<file path="config.mk">
export PLATFORM = sky130hd
export DESIGN_NAME = dual_sensor_hysteresis_alarm
export DESIGN_NICKNAME = d
export VERILOG_FILES = /design/src/sv/dsha_pkg.sv /design/src/sv/dual_sensor_hysteresis_alarm.sv
export SDC_FILE = /design/constraint.sdc
export NUM_CORES = 1
export LEC_CHECK = 0
export BUFFER_PORTS_ARGS = -buffer_cell sky130_fd_sc_hd__buf_4
export CELL_PAD_IN_SITES_DETAIL_PLACEMENT = 0
export CELL_PAD_IN_SITES_GLOBAL_PLACEMENT = 1
export CORE_MARGIN = 2
export CORE_UTILIZATION = 40
export CTS_CLUSTER_DIAMETER = 50
export DETAILED_ROUTE_END_ITERATION = 8
export GPL_ROUTABILITY_DRIVEN = 0
export PLACE_DENSITY = 0.72
export SLEW_MARGIN = 25
export SYNTH_ARGS = -nofsm -noshare
export SYNTH_HDL_FRONTEND = slang
export SYNTH_SLANG_ARGS = --single-unit
</file>
<file path="constraint.sdc">
create_clock -name clock -period 4.9 [get_ports clock]
set_input_delay 0.98 -clock clock [delete_from_list [all_inputs] [get_ports clock]]
set_output_delay 0.98 -clock clock [all_outputs]
set_load 0.02 [all_outputs]
</file>
<file path="src/sv/dsha_pkg.sv">
// Shared types and constants for the dual sensor hysteresis alarm.
// Request/response payload structs, operation codes and register indexes.
// No dependencies.
package dsha_pkg;

   // Field widths
   localparam int SAMPLE_BITS      = 12;
   localparam int THRESH_BITS      = 12;
   localparam int TICKS_BITS       = 16;
   localparam int BLINK_COUNT_BITS = 16;
   localparam int FUNC_BITS        = 2;
   localparam int CSR_ADDR_BITS    = 2;
   localparam int CSR_DATA_BITS    = 16;

   // Width for threshold sums that must not wrap
   localparam int SUM_BITS = ((SAMPLE_BITS > THRESH_BITS) ? SAMPLE_BITS : THRESH_BITS) + 1;

   // Operation codes
   localparam logic [FUNC_BITS-1:0] FUNC_SAMPLE = 2'd0;
   localparam logic [FUNC_BITS-1:0] FUNC_CLEAR  = 2'd1;
   localparam logic [FUNC_BITS-1:0] FUNC_TICK   = 2'd2;

   // Register indexes
   localparam logic [CSR_ADDR_BITS-1:0] REG_SMOKE_THRESHOLD = 2'd0;
   localparam logic [CSR_ADDR_BITS-1:0] REG_WATER_THRESHOLD = 2'd1;
   localparam logic [CSR_ADDR_BITS-1:0] REG_HYSTERESIS      = 2'd2;
   localparam logic [CSR_ADDR_BITS-1:0] REG_BLINK_TICKS     = 2'd3;

   // Register reset values
   localparam logic [THRESH_BITS-1:0] SMOKE_THRESHOLD_RESET = 12'd2000;
   localparam logic [THRESH_BITS-1:0] WATER_THRESHOLD_RESET = 12'd1000;
   localparam logic [THRESH_BITS-1:0] HYSTERESIS_RESET      = 12'd100;
   localparam logic [TICKS_BITS-1:0]  BLINK_TICKS_RESET     = 16'd500;

   typedef struct packed {
      logic [FUNC_BITS-1:0]   func;
      logic [SAMPLE_BITS-1:0] smoke_sample;
      logic [SAMPLE_BITS-1:0] water_sample;
   } req_type;

   typedef struct packed {
      logic smoke_active;
      logic water_active;
      logic report_alarm;
      logic smoke_rise;
      logic water_rise;
      logic buzzer_drive;
      logic led_drive;
   } rsp_type;

endpackage

</file>
<file path="src/sv/dual_sensor_hysteresis_alarm.sv">
// Dual sensor hysteresis alarm: top level.
// Depends on dsha_pkg for payload types, operation codes and register indexes.
//
// Usage
//   Request channel (req_valid / req_stall / req_data) carries one operation:
//   a smoke/water sample pair, a clear or a blink tick. Every request gives
//   exactly one response on rsp_valid / rsp_stall / rsp_data with the alarm
//   flags, rising edges, buzzer latch and LED level after that request.
//   The response is registered: it shows from the cycle after the request is
//   accepted. Throughput is one request per cycle while the receiver does not
//   stall, set by the single state update stage; the response register is freed
//   in the same cycle it is taken, so requests stream back to back.
//   If the receiver stalls, the response holds in its register and req_stall
//   rises until it is taken; no request is lost.
//   The csr_ port writes thresholds, hysteresis and blink period; write only
//   while no request is in flight.
//   Synchronous reset clears all alarm state, restores register defaults and
//   empties the response register.
module dual_sensor_hysteresis_alarm #(
   parameter int BLINK_COUNT_BITS = dsha_pkg::BLINK_COUNT_BITS
) (
   input  logic                               clock,
   input  logic                               reset,
   input  logic                               req_valid,
   output logic                               req_stall,
   input  dsha_pkg::req_type                  req_data,
   output logic                               rsp_valid,
   input  logic                               rsp_stall,
   output dsha_pkg::rsp_type                  rsp_data,
   input  logic                               csr_we,
   input  logic [dsha_pkg::CSR_ADDR_BITS-1:0] csr_addr,
   input  logic [dsha_pkg::CSR_DATA_BITS-1:0] csr_wdata
);

   localparam int SB = dsha_pkg::SUM_BITS;
   // Compare width for the blink divider against the tick period
   localparam int LB = ((BLINK_COUNT_BITS > dsha_pkg::TICKS_BITS) ?
                        BLINK_COUNT_BITS : dsha_pkg::TICKS_BITS) + 1;

   // Configuration registers
   logic [dsha_pkg::THRESH_BITS-1:0] smoke_thr_ff;
   logic [dsha_pkg::THRESH_BITS-1:0] water_thr_ff;
   logic [dsha_pkg::THRESH_BITS-1:0] hyst_ff;
   logic [dsha_pkg::TICKS_BITS-1:0]  ticks_ff;

   // Alarm state
   logic                        smoke_flag_ff, smoke_flag_in;
   logic                        water_flag_ff, water_flag_in;
   logic                        buzzer_ff, buzzer_in;
   logic                        blink_en_ff, blink_en_in;
   logic                        led_ff, led_in;
   logic [BLINK_COUNT_BITS-1:0] count_ff, count_in;

   // Response register
   logic              rsp_valid_ff;
   dsha_pkg::rsp_type rsp_data_ff, rsp_data_in;

   logic accept;
   logic smoke_rise, water_rise;
   logic [SB-1:0] smoke_ext, water_ext, smoke_thr_ext, water_thr_ext, hyst_ext;
   logic smoke_hit, water_hit;
   logic [LB-1:0] count_next, tick_limit;
   logic          count_wrap;

   assign req_stall = rsp_valid_ff && rsp_stall;
   assign accept    = req_valid && !req_stall;
   assign rsp_valid = rsp_valid_ff;
   assign rsp_data  = rsp_data_ff;

   // Register writes
   always_ff @(posedge clock) begin
      if (reset) begin
         smoke_thr_ff <= dsha_pkg::SMOKE_THRESHOLD_RESET;
         water_thr_ff <= dsha_pkg::WATER_THRESHOLD_RESET;
         hyst_ff      <= dsha_pkg::HYSTERESIS_RESET;
         ticks_ff     <= dsha_pkg::BLINK_TICKS_RESET;
      end else if (csr_we) begin
         case (csr_addr)
            dsha_pkg::REG_SMOKE_THRESHOLD:
               smoke_thr_ff <= csr_wdata[dsha_pkg::THRESH_BITS-1:0];
            dsha_pkg::REG_WATER_THRESHOLD:
               water_thr_ff <= csr_wdata[dsha_pkg::THRESH_BITS-1:0];
            dsha_pkg::REG_HYSTERESIS:
               hyst_ff <= csr_wdata[dsha_pkg::THRESH_BITS-1:0];
            dsha_pkg::REG_BLINK_TICKS:
               ticks_ff <= csr_wdata[dsha_pkg::TICKS_BITS-1:0];
            default: ;
         endcase
      end
   end

   // Widened operands so that threshold sums never wrap
   assign smoke_ext     = SB'(req_data.smoke_sample);
   assign water_ext     = SB'(req_data.water_sample);
   assign smoke_thr_ext = SB'(smoke_thr_ff);
   assign water_thr_ext = SB'(water_thr_ff);
   assign hyst_ext      = SB'(hyst_ff);

   // Smoke: sample > thr (idle) or sample > thr - hyst (alarmed, as sample + hyst > thr)
   assign smoke_hit = smoke_flag_ff ? ((smoke_ext + hyst_ext) > smoke_thr_ext)
                                    : (smoke_ext > smoke_thr_ext);

   // Water: nonzero and below thr, or below thr + hyst while alarmed
   assign water_hit   = (water_ext != '0) &&
                        (water_flag_ff ? (water_ext < (water_thr_ext + hyst_ext))
                                       : (water_ext < water_thr_ext));

   // Blink divider; a zero period acts as one
   assign count_next = LB'(count_ff) + LB'(1);
   assign tick_limit = (ticks_ff == '0) ? LB'(1) : LB'(ticks_ff);
   assign count_wrap = (count_next >= tick_limit) || (count_ff == '1);

   // State update for the accepted request
   always_comb begin
      smoke_flag_in = smoke_flag_ff;
      water_flag_in = water_flag_ff;
      buzzer_in     = buzzer_ff;
      blink_en_in   = blink_en_ff;
      led_in        = led_ff;
      count_in      = count_ff;
      smoke_rise    = 1'b0;
      water_rise    = 1'b0;
      case (req_data.func)
         dsha_pkg::FUNC_SAMPLE: begin
            smoke_flag_in = smoke_hit;
            water_flag_in = water_hit;
            // previous flag is the stored flag itself
            smoke_rise = smoke_hit && !smoke_flag_ff;
            water_rise = water_hit && !water_flag_ff;
            if (smoke_rise || water_rise) begin
               buzzer_in = 1'b1;
               if (!blink_en_ff) begin
                  blink_en_in = 1'b1;
                  led_in      = 1'b0;
                  count_in    = '0;
               end
            end
         end
         dsha_pkg::FUNC_CLEAR: begin
            smoke_flag_in = 1'b0;
            water_flag_in = 1'b0;
            buzzer_in     = 1'b0;
            blink_en_in   = 1'b0;
            led_in        = 1'b0;
            count_in      = '0;
         end
         dsha_pkg::FUNC_TICK: begin
            if (blink_en_ff) begin
               if (count_wrap) begin
                  count_in = '0;
                  led_in   = !led_ff;
               end else begin
                  count_in = count_next[BLINK_COUNT_BITS-1:0];
               end
            end
         end
         default: ;
      endcase

      rsp_data_in.smoke_active = smoke_flag_in;
      rsp_data_in.water_active = water_flag_in;
      rsp_data_in.report_alarm = smoke_flag_in || water_flag_in;
      rsp_data_in.smoke_rise   = smoke_rise;
      rsp_data_in.water_rise   = water_rise;
      rsp_data_in.buzzer_drive = buzzer_in;
      rsp_data_in.led_drive    = led_in;
   end

   // State and response registers
   always_ff @(posedge clock) begin
      if (reset) begin
         smoke_flag_ff <= 1'b0;
         water_flag_ff <= 1'b0;
         buzzer_ff     <= 1'b0;
         blink_en_ff   <= 1'b0;
         led_ff        <= 1'b0;
         count_ff      <= '0;
         rsp_valid_ff  <= 1'b0;
      end else begin
         if (accept) begin
            smoke_flag_ff <= smoke_flag_in;
            water_flag_ff <= water_flag_in;
            buzzer_ff     <= buzzer_in;
            blink_en_ff   <= blink_en_in;
            led_ff        <= led_in;
            count_ff      <= count_in;
            rsp_valid_ff  <= 1'b1;
         end else if (!rsp_stall) begin
            rsp_valid_ff <= 1'b0;
         end
      end
   end

   always_ff @(posedge clock) begin
      if (accept) begin
         rsp_data_ff <= rsp_data_in;
      end
   end

endmodule
</file>
==> reports/results.md <==
| Parameter | Reported |
| --- | --- |
| Result of the run | finished, final reports clean |
| Number of synthesis warnings | 0 |
| Required arrival time at the worst endpoint | 4.97 ns |
| Adder-Cell Fraction of Synth Area | 0.188 |
| Post-synthesis mux area share | 0.0117 |
| DP Wirelength | 12800 um |
| Total number of nets in the final design | 944 |
| Avg Synthesized Cell Area | 7.94 sq um |
| Buffers inserted during post-CTS setup optimization | 0 |
| Detailed-route wire length per cell | 16.3 um |
| Hold slack | 0.467 ns |
| Floorplan row count | 44 |
| Number of nets in the synthesized netlist | 894 |
| Final setup skew | 0.00659 ns |
| Final number of hold-violating endpoints | 0 |
| Number of fillers in the final layout | 1442 |
| PostCTS Resize Cnt | 0 |
| Dominant combinational cell family by area after synthesis | simple AND/OR/NAND/NOR gates |
| Max FO, Critical Path | 3 |
| Post-synthesis compound-gate area fraction | 0.193 |
| First-pass GRT wire length | 26600 um |
| Total vias in the final route | 5427 |
| Tcrit/Tclk final | 0.941 |
| Worst slack at placement | -0.0367 ns |
| Area share of xor/xnor cells in the synthesized design | 0.0452 |
| Leakage | 3.09 nW |
| Final cell area excluding filler cells | 6920 sq um |
| Clock insertion delay at the later pin of the skew report | 0.35 ns |
| Drt via density | 5.45 |
| Post-synthesis cell area | 6000 sq um |
| Fraction of final layout cells with drive strength greater than 1 | 0.111 |
| Layout Cells excl Fill | 995 |
| Bufs on Longest Clock Path | 2 |
| Gr usage total | 0.207 |
| Final core area utilization | 0.474 |
| Total I/O pin count | 58 |
| Die height | 127 um |
| Count of flip-flops with a built-in enable after synthesis | 7 |
| Max Freq | 217 MHz |
| Vias in the first global route | 5366 |
| Overall power consumption | 1.82 mW |
| Diodes inserted | 0 |
| TritonCTS clock tree | built |
| CTS Hold Buffers Added | 0 |
| Root buffer selected by CTS | clkbuf_16 |
| Global route total overflow | 0 |
| Setup repair after global routing missed its margin | false |
| Worst min-delay path class | register to register |
| Flops & latches, synth | 81 |
| Horizontal die dimension | 127 um |
| Signal arrival time at the worst endpoint | 4.68 ns |
| Critical path class | input pin to register |
| Proportion of synthesized flip-flops having asynchronous set or reset | 0 |
| Worst Tran Pin Value | 0.715 ns |
| Number of buffers created by CTS | 9 |
| Initial DRC count | 290 |
| Antenna violations before repair | 0 |
| Count of different cell masters after synthesis | 62 |
| Number of remaining DRC errors | 0 |
| Max-slew violation total from the final report | 0 |
| Final wirelength | 16200 um |
| Layout overhead on the synthesized area | 15.3% |
| Placeable core area | 14600 sq um |
| First-pass iteration count of the detailed router | 4 |
| Remaining antenna violation count | 0 |
| Clock-pin transition on the worst setup and hold timing paths | 0.06 ns |
| Count of buffers inserted at the top-level ports | 57 |
| Power density normalized to cell area | 264 nW/um^2 |
| Htree depth | 3 |
| Element type at the critical path start | input pin |
| Crit path time final | 4.61 ns |
| Peak VDD IR | 193 uV |
| Category of the worst setup path capture point | register |
| Max-slew headroom at the worst pin | 0.517 |
| Clk sinks | 81 |
| Total die area | 16000 sq um |
| Prevailing post-synth register cell | dfxtp_1 |
| Setup slack after layout | 0.287 ns |
| Share of synthesized cell area in and, or, nand and nor gates | 0.232 |
| Maximum number of pins on one net before global-route repair | 41 |
| Gate count of the mapped netlist | 756 |
| Final setup violation count | 0 |
| Post-synthesis sequential area ratio | 0.282 |
| Placed inst area | 6610 sq um |
| Starting Density | 0.412 |
| Setup TNS | 0 ns |
| Maximum Capacitance Violations | 0 |
| Placed Cells incl. Taps | 979 |
## worst max-delay path: stages
cell and delay [ns]:
buf_4 0.12, ha_1 0.28, a21o_1 0.17, a21oi_1 0.21
nor2b_1 0.09, nor4_1 0.31, o31ai_1 0.19, o41ai_1 0.35
xnor2_1 0.13, ha_1 0.31, nand4_1 0.08, or4_4 0.42
a221oi_2 0.27, a211oi_1 0.08, a211o_1 0.34, a21o_1 0.21
nand2b_1 0.14
## area by class of cell
type | count | area (sq um) | area share
multi-input combinational | 597 | 4030 | 0.582
sequential | 81 | 1690 | 0.244
timing repair buffer | 60 | 450 | 0.0651
tap | 184 | 230 | 0.0333
clock buffer | 9 | 225 | 0.0325
inverter | 57 | 214 | 0.0309
clock inverter | 7 | 83.8 | 0.0121
## registers in the layout, indices dropped and copies added, names as in the netlist
register       cells
blink_en_ff        1
buzzer_ff          1
count_ff          16
hyst_ff           12
led_ff             1
rsp_data           7
rsp_valid          1
smoke_flag_ff      1
smoke_thr_ff      12
ticks_ff          16
water_flag_ff      1
water_thr_ff      12
## cells in the mapped netlist (all sizes together), types with 4 or more instances
cell / count / area share
xnor2: 19 / 0.028
buf: 4 / 0.0027
nand3: 26 / 0.023
inv: 57 / 0.036
nand3b: 7 / 0.0088
o211ai: 18 / 0.025
o21ai: 31 / 0.026
edfxtp: 7 / 0.035
dfxtp: 74 / 0.25
nor2b: 12 / 0.013
nor3: 14 / 0.012
nand4: 13 / 0.014
o21a: 7 / 0.0088
or2: 6 / 0.0063
nor2: 60 / 0.038
mux2i: 7 / 0.012
o31ai: 5 / 0.0063
a211oi: 4 / 0.0050
nand2b: 11 / 0.011
a21oi: 71 / 0.059
clkbuf: 17 / 0.011
nand2: 118 / 0.075
nor4: 10 / 0.013
xor2: 12 / 0.018
a21o: 12 / 0.015
ha: 87 / 0.18
## metal layers
layer	GRT usage	vias to the layer above	routed length [um]
li1	-	2778	-
met1	0.255	2530	7350
met2	0.365	99	8010
met3	0.0439	20	590
met4	0.0543	0	277
met5	0	-	0
## power by group
| part | switching [mW] | internal, mW | leakage [nW] |
|---|---|---|---|
| Sequential | 0.0174 | 0.692 | 0.673 |
| Combinational | 0.222 | 0.171 | 2.27 |
| Clock | 0.280 | 0.441 | 0.150 |
| Total | 0.520 | 1.30 | 3.09 |
## cells in the final DEF (no fill, tap or decap), types with 9 or more instances in the layout
cell / count
nand2_1: 116
ha_1: 87
dfxtp_1: 74
a21oi_1: 71
buf_4: 60
nor2_1: 59
inv_1: 57
o21ai_0: 30
nand3_1: 25
xnor2_1: 19
o211ai_1: 17
nor3_1: 14
nand4_1: 13
a21o_1: 12
nor2b_1: 12
xor2_1: 12
nand2b_1: 11
nor4_1: 9
clkbuf_16: 9
## final timing paths
check          startpoint            to  slack, ns  depth (start not counted)
max          req_data[13]   rsp_data[4]       0.29                         17
max reg2reg    hyst_ff[1]   rsp_data[4]       0.67                         16
min reg2reg  count_ff[15]  count_ff[15]       0.47                          2
min          count_ff[15]  count_ff[15]       0.47                          2
## kinds of logic (layout without fill, tap and decap cells)
family                     Yosys count  count (layout)
DFF                                 81              81
buffers and inverters               78             133
and+or+nand+nor                    292             292
muxes                                7               7
xor gates and xnor gates            31              31
AOI/OAI and AO/OA                  178             178
adders and majority gates           89              89
Power figures use the tool's default switching activity.
